### config.mk
export PLATFORM = sky130hd
export DESIGN_NAME = givens_rotation_unit
export DESIGN_NICKNAME = d
export VERILOG_FILES = /design/src/design/gru_pkg.sv /design/src/design/gru_serial_mul.sv /design/src/design/givens_rotation_unit.sv
export SDC_FILE = /design/constraint.sdc
export NUM_CORES = 2
export LEC_CHECK = 0
export ABC_CLOCK_PERIOD_IN_PS = 23600
export BUFFER_PORTS_ARGS = -buffer_cell sky130_fd_sc_hd__buf_2
export CAP_MARGIN = 10
export CORE_MARGIN = 10
export CORE_UTILIZATION = 49
export DETAILED_ROUTE_END_ITERATION = 8
export GPL_TIMING_DRIVEN = 0
export PLACE_DENSITY = 0.66
export SLEW_MARGIN = 20
export SYNTH_ARGS = -nofsm -noshare
export SYNTH_HDL_FRONTEND = slang
export SYNTH_SLANG_ARGS = --single-unit
### constraint.sdc
create_clock -name clk -period 23.6 [get_ports clk]
set_input_delay 4.72 -clock clk [delete_from_list [all_inputs] [get_ports clk]]
set_output_delay 4.72 -clock clk [all_outputs]
set_load 0.05 [all_outputs]
### src/design/gru_pkg.sv
//------------------------------------------------------------------------------
// gru_pkg
// Shared constants and types of the plane rotation unit.
//------------------------------------------------------------------------------
package gru_pkg;

  localparam int DATA_WIDTH_DEF     = 32;
  localparam int COEF_FRAC_BITS_DEF = 30;

  typedef enum logic [3:0] {
    ST_IDLE,
    ST_DIV,
    ST_SQUARE,
    ST_SQRT,
    ST_RECIP,
    ST_OTHER,
    ST_ROT1,
    ST_ROT2,
    ST_DONE
  } state_t;

  typedef struct packed {
    logic start;
    logic busy;
  } mul_ctrl_t;

endpackage

### src/design/gru_serial_mul.sv
//------------------------------------------------------------------------------
// gru_serial_mul
// Unsigned shift-and-add multiplier, one multiplier bit per cycle.
//------------------------------------------------------------------------------
module gru_serial_mul #(
  parameter int W = 64
) (
  input  logic           clk,
  input  logic           rst,
  input  gru_pkg::mul_ctrl_t ctrl_in,
  input  logic [W-1:0]   mcand,
  input  logic [W-1:0]   mplier,
  output logic [2*W-1:0] product,
  output logic           done
);

  localparam int CW = $clog2(W + 1);

  logic [2*W-1:0] acc;
  logic [2*W-1:0] addend;
  logic [W-1:0]   bits;
  logic [CW-1:0]  count;
  logic           running;

  assign product = acc;

  always_ff @(posedge clk) begin
    if (rst) begin
      running <= 1'b0;
      done    <= 1'b0;
      count   <= '0;
    end else begin
      done <= 1'b0;
      if (ctrl_in.start && !running) begin
        running <= 1'b1;
        acc     <= '0;
        addend  <= {{W{1'b0}}, mcand};
        bits    <= mplier;
        count   <= CW'(W);
      end else if (running) begin
        if (bits[0]) begin
          acc <= acc + addend;
        end
        addend <= addend << 1;
        bits   <= bits >> 1;
        count  <= count - 1'b1;
        if (count == CW'(1)) begin
          running <= 1'b0;
          done    <= 1'b1;
        end
      end
    end
  end

endmodule

### src/design/givens_rotation_unit.sv
//------------------------------------------------------------------------------
// givens_rotation_unit
// Computes and applies plane rotations on Q16.16 element pairs.
//------------------------------------------------------------------------------
// One input channel (s_axis) and one output channel (m_axis) carry one beat
// each per item. tuser of the input beat is the mode: 0 computes the cosine
// and sine that zero the second element and stores them, 1 rotates the pair
// with the stored coefficients, saturating to the element range.
// The block works on one item at a time. A compute item runs a bit-serial
// divider (DW+F+1 steps), a serial multiplier for tau squared, a bit-pair
// square root (F+2 steps), a reciprocal division (2F+1 steps) and a second
// multiply. A compute item with a zero second element goes straight to the
// last step, where its output beat is loaded. A rotate item uses the shared
// serial multiplier four times. The output beat waits in its own register
// until the receiver takes it; the next item can be taken in the cycle after
// a result is loaded and is worked on while that result waits, and a
// finished item holds in its last step until the register is free.
// Reset loads the identity rotation (cosine 1.0, sine 0.0) and empties the
// output register.
//------------------------------------------------------------------------------
module givens_rotation_unit #(
  parameter int DATA_WIDTH     = gru_pkg::DATA_WIDTH_DEF,
  parameter int COEF_FRAC_BITS = gru_pkg::COEF_FRAC_BITS_DEF
) (
  input  logic                      clk,
  input  logic                      rst,
  input  logic                      s_axis_tvalid,
  output logic                      s_axis_tready,
  // first_value, second_value
  input  logic [2*DATA_WIDTH-1:0]   s_axis_tdata,
  // mode
  input  logic                      s_axis_tuser,
  output logic                      m_axis_tvalid,
  input  logic                      m_axis_tready,
  // rotated_first, rotated_second, cosine_out, sine_out
  output logic [2*DATA_WIDTH+2*(COEF_FRAC_BITS+2)-1:0] m_axis_tdata,
  // saturated
  output logic                      m_axis_tuser
);

  localparam int F  = COEF_FRAC_BITS;
  localparam int CW = F + 2;
  localparam int DW = DATA_WIDTH;
  localparam int MW = (2 * F + 2 > DW + 1) ? 2 * F + 2 : DW + 1;
  localparam int PW = 2 * MW;
  localparam int NW = (2 * F + 2 > DW + F - 1) ? 2 * F + 2 : DW + F - 1;
  localparam int KW = $clog2(NW + 2);

  gru_pkg::state_t state, state_next;

  logic signed [CW-1:0] cosine, sine;
  logic signed [DW-1:0] x, y;
  logic                 is_rot;
  logic [MW-1:0]        ma, mb;
  logic                 b_larger, neg;
  logic [MW-1:0]        tau, rval, root;
  logic [NW+1:0]        num, rem;
  logic [MW-1:0]        den, quo;
  logic [KW-1:0]        steps;
  logic [2*F+3:0]       sq_n, sq_res, sq_bit;
  logic [1:0]           term;
  logic signed [PW+1:0] p_acc;
  logic                 clip;
  logic signed [DW-1:0] res1, res2;
  logic                 out_valid;
  logic                 out_clip;
  logic                 out_load;
  logic [DW-1:0]        out_first, out_second;
  logic [CW-1:0]        out_cos, out_sin;

  gru_pkg::mul_ctrl_t   mctrl;
  logic [MW-1:0]        m_a, m_b;
  logic [PW-1:0]        m_p;
  logic                 m_done;

  gru_serial_mul #(.W(MW)) u_mul (
    .clk(clk), .rst(rst), .ctrl_in(mctrl), .mcand(m_a), .mplier(m_b),
    .product(m_p), .done(m_done)
  );

  assign s_axis_tready = (state == gru_pkg::ST_IDLE);
  assign out_load      = (state == gru_pkg::ST_DONE) && (!out_valid || m_axis_tready);
  assign m_axis_tvalid = out_valid;
  assign m_axis_tuser  = out_clip;
  assign m_axis_tdata  = {out_sin, out_cos, out_second, out_first};

  function automatic logic [MW-1:0] mag(input logic signed [DW-1:0] v);
    logic signed [DW:0] e;
    e = {v[DW-1], v};
    return MW'(e[DW-1+1] ? -e : e);
  endfunction

  // Operand selection and signed term for rotation products.
  logic signed [MW:0] coef_s;
  logic signed [DW:0] elem_s;
  logic               prod_neg;
  always_comb begin
    coef_s = '0;
    elem_s = '0;
    term   = 2'd0;
    if (state == gru_pkg::ST_SQUARE) begin
      m_a = tau; m_b = tau;
    end else if (state == gru_pkg::ST_OTHER) begin
      m_a = rval; m_b = tau;
    end else begin
      case (steps[1:0])
        2'd0: begin coef_s = (MW+1)'(cosine); elem_s = (DW+1)'(x); end
        2'd1: begin coef_s = (MW+1)'(sine); elem_s = (DW+1)'(y); end
        2'd2: begin coef_s = (MW+1)'(sine); elem_s = (DW+1)'(x); end
        default: begin coef_s = (MW+1)'(cosine); elem_s = (DW+1)'(y); end
      endcase
      term = steps[1:0];
      m_a = MW'(coef_s[MW] ? -coef_s : coef_s);
      m_b = MW'(elem_s[DW] ? -elem_s : elem_s);
    end
  end
  assign prod_neg = coef_s[MW] ^ elem_s[DW];

  logic signed [PW+1:0] prod_s;
  assign prod_s = prod_neg ? -$signed({2'b00, m_p}) : $signed({2'b00, m_p});

  // Floor shift and saturation of the rotation sum.
  logic signed [PW+1:0] shifted;
  logic signed [DW-1:0] sat_val;
  logic                 sat_clip;
  localparam logic signed [PW+1:0] HI = (PW+2)'({1'b0, {(DW-1){1'b1}}});
  localparam logic signed [PW+1:0] LO = -HI - 1;
  always_comb begin
    shifted  = p_acc >>> F;
    sat_clip = 1'b0;
    sat_val  = DW'(shifted);
    if (shifted > HI) begin
      sat_val = {1'b0, {(DW-1){1'b1}}}; sat_clip = 1'b1;
    end else if (shifted < LO) begin
      sat_val = {1'b1, {(DW-1){1'b0}}}; sat_clip = 1'b1;
    end
  end

  // Restoring division step: one quotient bit per cycle.
  logic [NW+1:0] rem_sh, rem_sub;
  assign rem_sh  = {rem[NW:0], num[NW+1]};
  assign rem_sub = rem_sh - (NW+2)'(den);

  // Square root step.
  logic [2*F+3:0] sq_try;
  assign sq_try = sq_res + sq_bit;

  always_comb begin
    state_next = state;
    case (state)
      gru_pkg::ST_IDLE:
        if (s_axis_tvalid && s_axis_tready) begin
          if (s_axis_tuser) state_next = gru_pkg::ST_ROT1;
          else if (s_axis_tdata[2*DW-1:DW] == '0) state_next = gru_pkg::ST_DONE;
          else state_next = gru_pkg::ST_DIV;
        end
      gru_pkg::ST_DIV:    if (steps == '0) state_next = gru_pkg::ST_SQUARE;
      gru_pkg::ST_SQUARE: if (m_done) state_next = gru_pkg::ST_SQRT;
      gru_pkg::ST_SQRT:   if (sq_bit == '0) state_next = gru_pkg::ST_RECIP;
      gru_pkg::ST_RECIP:  if (steps == '0) state_next = gru_pkg::ST_OTHER;
      gru_pkg::ST_OTHER:  if (m_done) state_next = gru_pkg::ST_DONE;
      gru_pkg::ST_ROT1:   if (m_done && term == 2'd3) state_next = gru_pkg::ST_DONE;
      gru_pkg::ST_ROT2:   state_next = gru_pkg::ST_ROT1;
      gru_pkg::ST_DONE:   if (out_load) state_next = gru_pkg::ST_IDLE;
      default:            state_next = gru_pkg::ST_IDLE;
    endcase
  end

  logic mul_wait;
  always_comb begin
    mctrl.busy  = 1'b0;
    mctrl.start = 1'b0;
    case (state)
      gru_pkg::ST_SQUARE, gru_pkg::ST_OTHER, gru_pkg::ST_ROT1: begin
        mctrl.busy  = 1'b1;
        mctrl.start = !mul_wait;
      end
      default: ;
    endcase
  end

  always_ff @(posedge clk) begin
    if (rst) begin
      state     <= gru_pkg::ST_IDLE;
      cosine    <= CW'(1) <<< F;
      sine      <= '0;
      out_valid <= 1'b0;
      out_clip  <= 1'b0;
      mul_wait  <= 1'b0;
      steps     <= '0;
    end else begin
      state <= state_next;
      if (out_load) begin
        out_valid  <= 1'b1;
        out_clip   <= is_rot & clip;
        out_first  <= res1;
        out_second <= res2;
        out_cos    <= cosine;
        out_sin    <= sine;
      end else if (m_axis_tready) begin
        out_valid <= 1'b0;
      end
      if (mctrl.start) mul_wait <= 1'b1;
      if (m_done) mul_wait <= 1'b0;
      case (state)
        gru_pkg::ST_IDLE:
          if (s_axis_tvalid && s_axis_tready) begin
            x      <= s_axis_tdata[DW-1:0];
            y      <= s_axis_tdata[2*DW-1:DW];
            is_rot <= s_axis_tuser;
            p_acc  <= '0;
            clip   <= 1'b0;
            res1   <= '0;
            res2   <= '0;
            if (!s_axis_tuser) begin
              if (s_axis_tdata[2*DW-1:DW] == '0) begin
                cosine <= CW'(1) <<< F;
                sine   <= '0;
              end else begin
                logic [MW-1:0] a_m, b_m;
                a_m = mag(s_axis_tdata[DW-1:0]);
                b_m = mag(s_axis_tdata[2*DW-1:DW]);
                b_larger <= b_m > a_m;
                neg <= (s_axis_tdata[DW-1] == s_axis_tdata[2*DW-1]) &&
                       (((b_m > a_m) ? a_m : b_m) != '0);
                num   <= (NW+2)'((b_m > a_m) ? a_m : b_m) << F << (NW + 2 - (DW + 1 + F));
                den   <= (b_m > a_m) ? b_m : a_m;
                rem   <= '0;
                quo   <= '0;
                steps <= KW'(DW + 1 + F);
              end
            end else begin
              steps <= '0;
            end
          end
        gru_pkg::ST_DIV, gru_pkg::ST_RECIP: begin
          if (steps != '0) begin
            num   <= num << 1;
            steps <= steps - 1'b1;
            if (!rem_sub[NW+1]) begin
              rem <= rem_sub; quo <= {quo[MW-2:0], 1'b1};
            end else begin
              rem <= rem_sh;  quo <= {quo[MW-2:0], 1'b0};
            end
          end else if (state == gru_pkg::ST_DIV) begin
            tau <= quo;
          end else begin
            rval <= quo;
          end
        end
        gru_pkg::ST_SQUARE:
          if (m_done) begin
            sq_n   <= (2*F+4)'(((m_p >> F) + (PW'(1) << F)) << F);
            sq_res <= '0;
            sq_bit <= (2*F+4)'(1) << (2 * F + 2);
          end
        gru_pkg::ST_SQRT:
          if (sq_bit != '0) begin
            if (sq_n >= sq_try) begin
              sq_n   <= sq_n - sq_try;
              sq_res <= (sq_res >> 1) + sq_bit;
            end else begin
              sq_res <= sq_res >> 1;
            end
            sq_bit <= sq_bit >> 2;
          end else begin
            root  <= MW'(sq_res);
            den   <= MW'(sq_res);
            num   <= (NW+2)'(1) << (NW + 1);
            rem   <= '0;
            quo   <= '0;
            steps <= KW'(2 * F + 1);
          end
        gru_pkg::ST_OTHER:
          if (m_done) begin
            logic [CW-1:0] oth;
            oth = CW'(m_p >> F);
            if (b_larger) begin
              sine   <= CW'(rval);
              cosine <= neg ? -oth : oth;
            end else begin
              cosine <= CW'(rval);
              sine   <= neg ? -oth : oth;
            end
          end
        gru_pkg::ST_ROT1:
          if (m_done) steps <= steps + 1'b1;
        default: ;
      endcase
      // Rotation accumulation: terms 0,1 form the first output, 2,3 the second.
      if (state == gru_pkg::ST_ROT1 && m_done) begin
        case (term)
          2'd0: p_acc <= prod_s;
          2'd1: begin
            logic signed [PW+1:0] s1, sh1;
            s1  = p_acc - prod_s;
            sh1 = s1 >>> F;
            if (sh1 > HI) begin res1 <= HI[DW-1:0]; clip <= 1'b1; end
            else if (sh1 < LO) begin res1 <= LO[DW-1:0]; clip <= 1'b1; end
            else res1 <= DW'(sh1);
            p_acc <= '0;
          end
          2'd2: p_acc <= prod_s;
          default: begin
            logic signed [PW+1:0] s2, sh2;
            s2  = p_acc + prod_s;
            sh2 = s2 >>> F;
            if (sh2 > HI) begin res2 <= HI[DW-1:0]; clip <= 1'b1; end
            else if (sh2 < LO) begin res2 <= LO[DW-1:0]; clip <= 1'b1; end
            else res2 <= DW'(sh2);
          end
        endcase
      end
    end
  end

  logic unused;
  assign unused = ^{root, sat_val, sat_clip, shifted, mctrl.busy};

endmodule

==> Yosys cells after proc, flatten, opt, wreduce, memory -nomap -nowiden <==
Index checks and enable logic that the tools add are counted.
{ "word_totals": {"reg_bits": 1348, "latch_bits": 0, "ramBits": 0, "romBits": 0, "inputBits": 69, "output_inout_bits": 131, "wordCells": 280, "n_memories": 0} }
{ "op_classes": {"n_addsub": 17, "multipliers": 0, "div": 0, "order_cmp": 6, "eq_ne": 32, "shifts": 0, "muxes": 130, "n_bitwise": 8, "n_reduce_logical": 50} }
{ "op_table": {"columns": ["cell", "count"], "rows": [
  ["2-to-1 mux 62 bit", 22],
  ["2-to-1 mux 64 bit", 13],
  ["2-to-1 mux 32 bit", 23],
  ["2-to-1 mux 63 bit", 11],
  ["2-to-1 mux 126 bit", 4],
  ["case mux 64 bit (2 select lines)", 3],
  ["2-to-1 mux 124 bit", 3],
  ["case mux 126 bit (2 select lines)", 1],
  ["2-to-1 mux 33 bit", 6],
  ["> comparator 96 x 32 -> 1 bit (second input constant)", 2],
  ["less-than comparator 96 x 32 -> 1 bit (second input constant)", 2],
  ["case mux 64 bit (3 select lines)", 1],
  ["case mux 63 bit (3 select lines)", 1],
  ["case mux 62 bit (3 select lines)", 1],
  ["case mux 32 bit (2 select lines)", 2],
  ["adder 126 bit", 1],
  ["negation 124 -> 126 bit", 1],
  ["subtractor 126 bit", 1],
  ["adder 124 bit", 1],
  ["negation 32 -> 62 bit", 2],
  ["case mux 62 bit (2 select lines)", 1],
  ["adder 63 x 64 -> 64 bit", 1],
  ["adder 64 bit", 1],
  [">= comparator 64 bit", 1],
  ["other kinds (53)", 138]
]} }

==> Logic depth before layout (Yosys ltp) <==
{ "logic_depth": {"depth_word": 15, "depth_mapped": 39, "mapped_depth_nobuf": 37} }

==> Hierarchy <==
From an unflattened synthesis, not the netlist that was laid out.
{ "hier_totals": {"hier_cells": 10525, "area_unflattened_um2": 94514.4} }
{ "modules_own_cells": {"columns": ["mod", "n_inst", "cells_per_inst", "area_per_inst_um2", "seq_area_each_um2"], "rows": [
  ["givens_rotation_unit", 1, 8354, 74403.9, 28267.1],
  ["gru_serial_mul", 1, 2171, 20110.5, 9469.1]
]} }

==> Worst setup path before layout <==
Ideal clock, no wire load.
{ "synth_timing": {"kind": "input-to-reg", "startpoint": "input port rst", "endpoint": "register sq_n[0] (enable)", "setup_ns": 0.427, "arrival_time_ns": 21.970, "required_time_ns": 23.173, "setup_slack_ns": 1.203, "stages": 2, "n_path_buf": 0, "path_cell_list": "a2111oi_0 -> o21a_1"} }
{ "synth_between": {"elab_chain_len": 2} }
{ "synth_rtl": {"columns": ["element", "line", "rtl"], "rows": [
  ["start: declaration", "givens_rotation_unit.sv:26", "input logic rst,"],
  ["NOT 1 bit (no line)", null, null],
  ["AND reduction 5 bit (no line)", null, null],
  ["end signal: assignment", "givens_rotation_unit.sv:253", "sq_n <= (2*F+4)'(((m_p >> F) + (PW'(1) << F)) << F);"],
  ["end signal: assignment", "givens_rotation_unit.sv:260", "sq_n <= sq_n - sq_try;"],
  ["end: declaration", "givens_rotation_unit.sv:60", "logic [2*F+3:0] sq_n, sq_res, sq_bit;"]
]} }
No other way between the ends.
A chain may end at the register's enable or synchronous reset.

==> Worst setup path in the final report <==
{ "layout_timing": {"startpoint": "register steps[0]", "endpoint": "register res2[12], data pin"} }
{ "layout_between": {"elab_chain_len": 15, "elab_cells_between_ends": 30, "cone_classes": "add/sub: 1; order compare: 2; eq/ne: 4; mux: 17; bitwise: 1; reduce/logical: 5"} }
{ "layout_rtl": {"columns": ["element", "line", "rtl"], "rows": [
  ["start: declaration", "givens_rotation_unit.sv:59", "logic [KW-1:0] steps;"],
  ["start signal: assignment", "givens_rotation_unit.sv:230", "steps <= KW'(DW + 1 + F);"],
  ["start signal: assignment", "givens_rotation_unit.sv:239", "steps <= steps - 1'b1;"],
  ["start signal: assignment", "givens_rotation_unit.sv:272", "steps <= KW'(2 * F + 1);"],
  ["== test 2 bit (tied with other cells)", "givens_rotation_unit.sv:106", "case (steps[1:0])"],
  ["OR reduction 2 bit (no line)", null, null],
  ["2-to-1 mux 63 bit / 2-to-1 mux 33 bit (equally long branches)", "givens_rotation_unit.sv:106", null],
  ["2-to-1 mux 63 bit / 2-to-1 mux 33 bit (equally long branches)", "givens_rotation_unit.sv:103", "end else if (state == gru_pkg::ST_OTHER) begin"],
  ["2-to-1 mux 63 bit / 2-to-1 mux 33 bit (equally long branches)", "givens_rotation_unit.sv:101", "if (state == gru_pkg::ST_SQUARE) begin"],
  ["2-to-1 mux 63 bit / 2-to-1 mux 33 bit (equally long branches)", "givens_rotation_unit.sv:103", null],
  ["2-to-1 mux 63 bit / 2-to-1 mux 33 bit (equally long branches)", "givens_rotation_unit.sv:101", null],
  ["XOR 1 bit", "givens_rotation_unit.sv:117", "assign prod_neg = coef_s[MW] ^ elem_s[DW];"],
  ["2-to-1 mux 126 bit", "givens_rotation_unit.sv:120", "assign prod_s = prod_neg ? -$signed({2'b00, m_p}) : $signed({2'b00, m_p});"],
  ["adder 126 bit", "givens_rotation_unit.sv:306", "s2 = p_acc + prod_s;"],
  ["less-than comparator 96 x 32 -> 1 bit", "givens_rotation_unit.sv:309", "else if (sh2 < LO) begin res2 <= LO[DW-1:0]; clip <= 1'b1; end"],
  ["2-to-1 mux 32 bit", "givens_rotation_unit.sv:309", null],
  ["2-to-1 mux 32 bit", "givens_rotation_unit.sv:308", "if (sh2 > HI) begin res2 <= HI[DW-1:0]; clip <= 1'b1; end"],
  ["2-to-1 mux 32 bit *", "givens_rotation_unit.sv:292", "case (term)"],
  ["2-to-1 mux 32 bit *", "givens_rotation_unit.sv:291", "if (state == gru_pkg::ST_ROT1 && m_done) begin"],
  ["end signal: assignment", "givens_rotation_unit.sv:310", "else res2 <= DW'(sh2);"],
  ["end: declaration", "givens_rotation_unit.sv:64", "logic signed [DW-1:0] res1, res2;"]
]} }
Mark *: on every way between the ends. The rest lies on a longest branch, timed or not. The select of a mux whose other input is x is not followed.

==> results.sh <==
export IMPL_port_buffers=199
export IMPL_ys_seq_area_frac=0.408
export IMPL_finalWirelength_mm=319
export IMPL_status="finished clean"
export IMPL_critical_path_slowest_cell="a2111oi_1"
export IMPL_worstHoldPathCells=0
export IMPL_cts_sinks=1285
export IMPL_clk_pin_slew_worst_paths_ns=0.06
export IMPL_gr_usage_all_layers=0.297
export IMPL_crit_arrival_ns=13.29
export IMPL_max_slew_margin=0.209
export IMPL_place_hpwl_mm=257
export IMPL_endpoint_kind="flip-flop"
export IMPL_async_flop_share=0
export IMPL_die_area_sq_um=206000
export IMPL_hp_class="reg -> reg"
export IMPL_seqCellArea_sq_um=37700
export IMPL_whs_ns=0.455
export IMPL_multi_input_area_sq_um=51400
export IMPL_vias=81100
export IMPL_critPathKind="reg -> reg"
export IMPL_post_cts_buffers=0
export IMPL_viasPerCell=6.16
export IMPL_dr_pass1_iters=6
export IMPL_synth_flop_cell="edfxtp_1"
export IMPL_ys_ff_latch=1285
export IMPL_synth_top_area_frac=0.390
export IMPL_cts_made_buffers=143
export IMPL_start_util=0.492
export IMPL_antenna_found_initial=6
export IMPL_skew_ns=0.0402
export IMPL_grt_max_degree=52
export IMPL_drcViolationCount=0
export IMPL_drv_cap=0
export IMPL_yosys_cell_count_top_type="edfxtp_1"
export IMPL_synthTopCellsByCount="edfxtp_1 (1,200), nor2_1 (1,034), nand2_1 (924), a21oi_1 (881), o21ai_0 (666)"
export IMPL_tightestPinTransition_ns=1.18
export IMPL_grt_pass1_vias=76200
export IMPL_syn_cell_area_sq_um=92500
export IMPL_cp_common_cell="clkbuf_1"
export IMPL_die_h_um=454
export IMPL_antenna_left=0
export IMPL_cts_path_max_buffers=3
export IMPL_yosys_area_top_type="edfxtp_1"
export IMPL_r2r_cells=32
export IMPL_drive_gt1_frac=0.0662
export IMPL_htreeDepth=4
export IMPL_max_stage_delay_ns=0.86
export IMPL_gp_congestion=1.07
export IMPL_root_buffer="clkbuf_16"
export IMPL_rsz0062_at_grt="false"
export IMPL_synth_warnings=0
export IMPL_io_pins=200
export IMPL_cp_required_ns=24.27
export IMPL_ctsHoldBuffers=0
export IMPL_synthCells=10100
export IMPL_syn_area_per_cell_sq_um=9.19
export IMPL_n_fill_cell=17000
export IMPL_cts_resized=0
export IMPL_min_period_ns=12.62
export IMPL_grt_pass1_wl_mm=475
export IMPL_fmax_mhz=79.2
export IMPL_synth_cell_types=107
export IMPL_grt_overflow=0
export IMPL_area_growth_pct=11.2
export IMPL_start_kind="flip-flop"
export IMPL_worstSkewPairLatency_ns=0.83
export IMPL_die_x_um=454
export IMPL_core_sq_um=188000
export IMPL_finalHoldViolCount=0
export IMPL_period_share=0.535
export IMPL_routedWlPerCell_um=24.2
export IMPL_drv_slew=0
export IMPL_synth_area_leaders="edfxtp_1 (39%), ha_1 (9.0%), a21oi_1 (4.8%), xnor2_1 (4.4%), nor2_1 (4.2%)"
export IMPL_final_nets=11300
export IMPL_tritoncts="done"
export IMPL_cp_max_fo=10
export IMPL_row_count=159
export IMPL_drt_initial_drc_count=8836
export IMPL_finalSetupViolCount=0
export IMPL_synth_edf_count=1200
-- worst max-delay path, delay by kind of cell (launching register included) --
family / cells / cell delay, ns
buf+inv: 9 / 3.66
simple gates: 10 / 3.17
compound gates: 7 / 2.75
xor+xnor: 3 / 1.03
fa+ha+maj: 2 / 0.83
mux: 1 / 0.70
flops: 1 / 0.30
-- path summary, 6_finish.rpt --
kind / from / to / slack [ns]
max: steps[0]$_SDFFE_PP0P_ / res2[12]$_DFFE_PN_ / 10.98
min: res1[28]$_DFFE_PN_ / out_first[28]$_DFFE_PP_ / 0.46
max reg2reg: steps[0]$_SDFFE_PP0P_ / res2[12]$_DFFE_PN_ / 10.98
min reg2reg: res1[28]$_DFFE_PN_ / out_first[28]$_DFFE_PP_ / 0.46
-- flip-flops by register name (all words and copies together), names as in the netlist, 33 cells and up --
register,flops
sq_res,64
u_mul.product,124
quo,62
rem,63
p_acc,126
num,33
rval,62
sq_n,64
tau,62
u_mul.addend,124
den,62
u_mul.bits,62
-- cells in the final DEF (no fill, tap or decap), drive strengths merged, types with 26 or more instances in the layout --
cell type / count
o41ai: 26
a221o: 44
o21bai: 145
o21ai: 679
a22oi: 35
a21oi: 883
a22o: 55
inv: 474
o21a: 70
a21boi: 30
or2: 34
nor4: 141
nor2: 1035
nor3: 159
clkbuf: 604
ha: 664
edfxtp: 1200
nor2b: 120
and3: 65
and2: 230
or3: 59
clkinv: 62
or4: 36
a31oi: 123
xnor2: 463
dfxtp: 85
a221oi: 74
o211ai: 73
a211oi: 128
nand2b: 85
mux2i: 111
nand3: 159
nand2: 924
buf: 333
o31ai: 110
conb: 60
xor2: 344
a21o: 233
nand4: 171
-- stage by stage --
stage / instance area, sq um / worst slack, ns / TNS (ns) / std cells / utilization
after floorplan: 92700 / 1.20 / 0 / 10100 / -
after global placement: 96800 / -8.32 / -1095.59 / 12800 / 0.515
after detailed placement: 97900 / 11.33 / 0 / 12900 / 0.521
after CTS: 103000 / 11.30 / 0 / 13200 / 0.547
after global routing: 103000 / 10.92 / 0 / 13200 / 0.547
final: 103000 / 10.98 / 0 / 13200 / 0.547
-- per-layer routing --
metal,GRT usage,share of wire,vias to the layer above
met2,0.470,0.44,3576
met4,0.135,0.052,2
met1,0.406,0.43,39100
met5,0,0.000041,-
li1,-,-,37800
met3,0.0389,0.078,591
-- area by class of cell --
class / count / share of cell area
repair buffers: 280 / 0.0190
diodes: 8 / 0.000195
clock inverters: 87 / 0.00966
well taps: 2495 / 0.0304
plain buffers: 480 / 0.0187
multi-input cells: 7875 / 0.500
clock buffers: 177 / 0.0379
flip-flops and latches: 1285 / 0.367
inverters: 474 / 0.0173
-- logic make-up after synthesis --
| group | after synthesis | synth area share |
|---|---|---|
| other | 2 | 0.0000812 |
| AND/OR/NAND/NOR | 3308 | 0.170 |
| flip-flops | 1285 | 0.408 |
| buffers and inverters | 954 | 0.0398 |
| AO/OA/AOI/OAI | 2899 | 0.201 |
| adder cells (fa/ha/maj) | 668 | 0.0907 |
| multiplexers | 133 | 0.0147 |
| XOR/XNOR | 807 | 0.0764 |
Power is left out: the tool's default activity adds up to more than one toggle a clock period on the data nets, which glitch-free logic cannot reach.
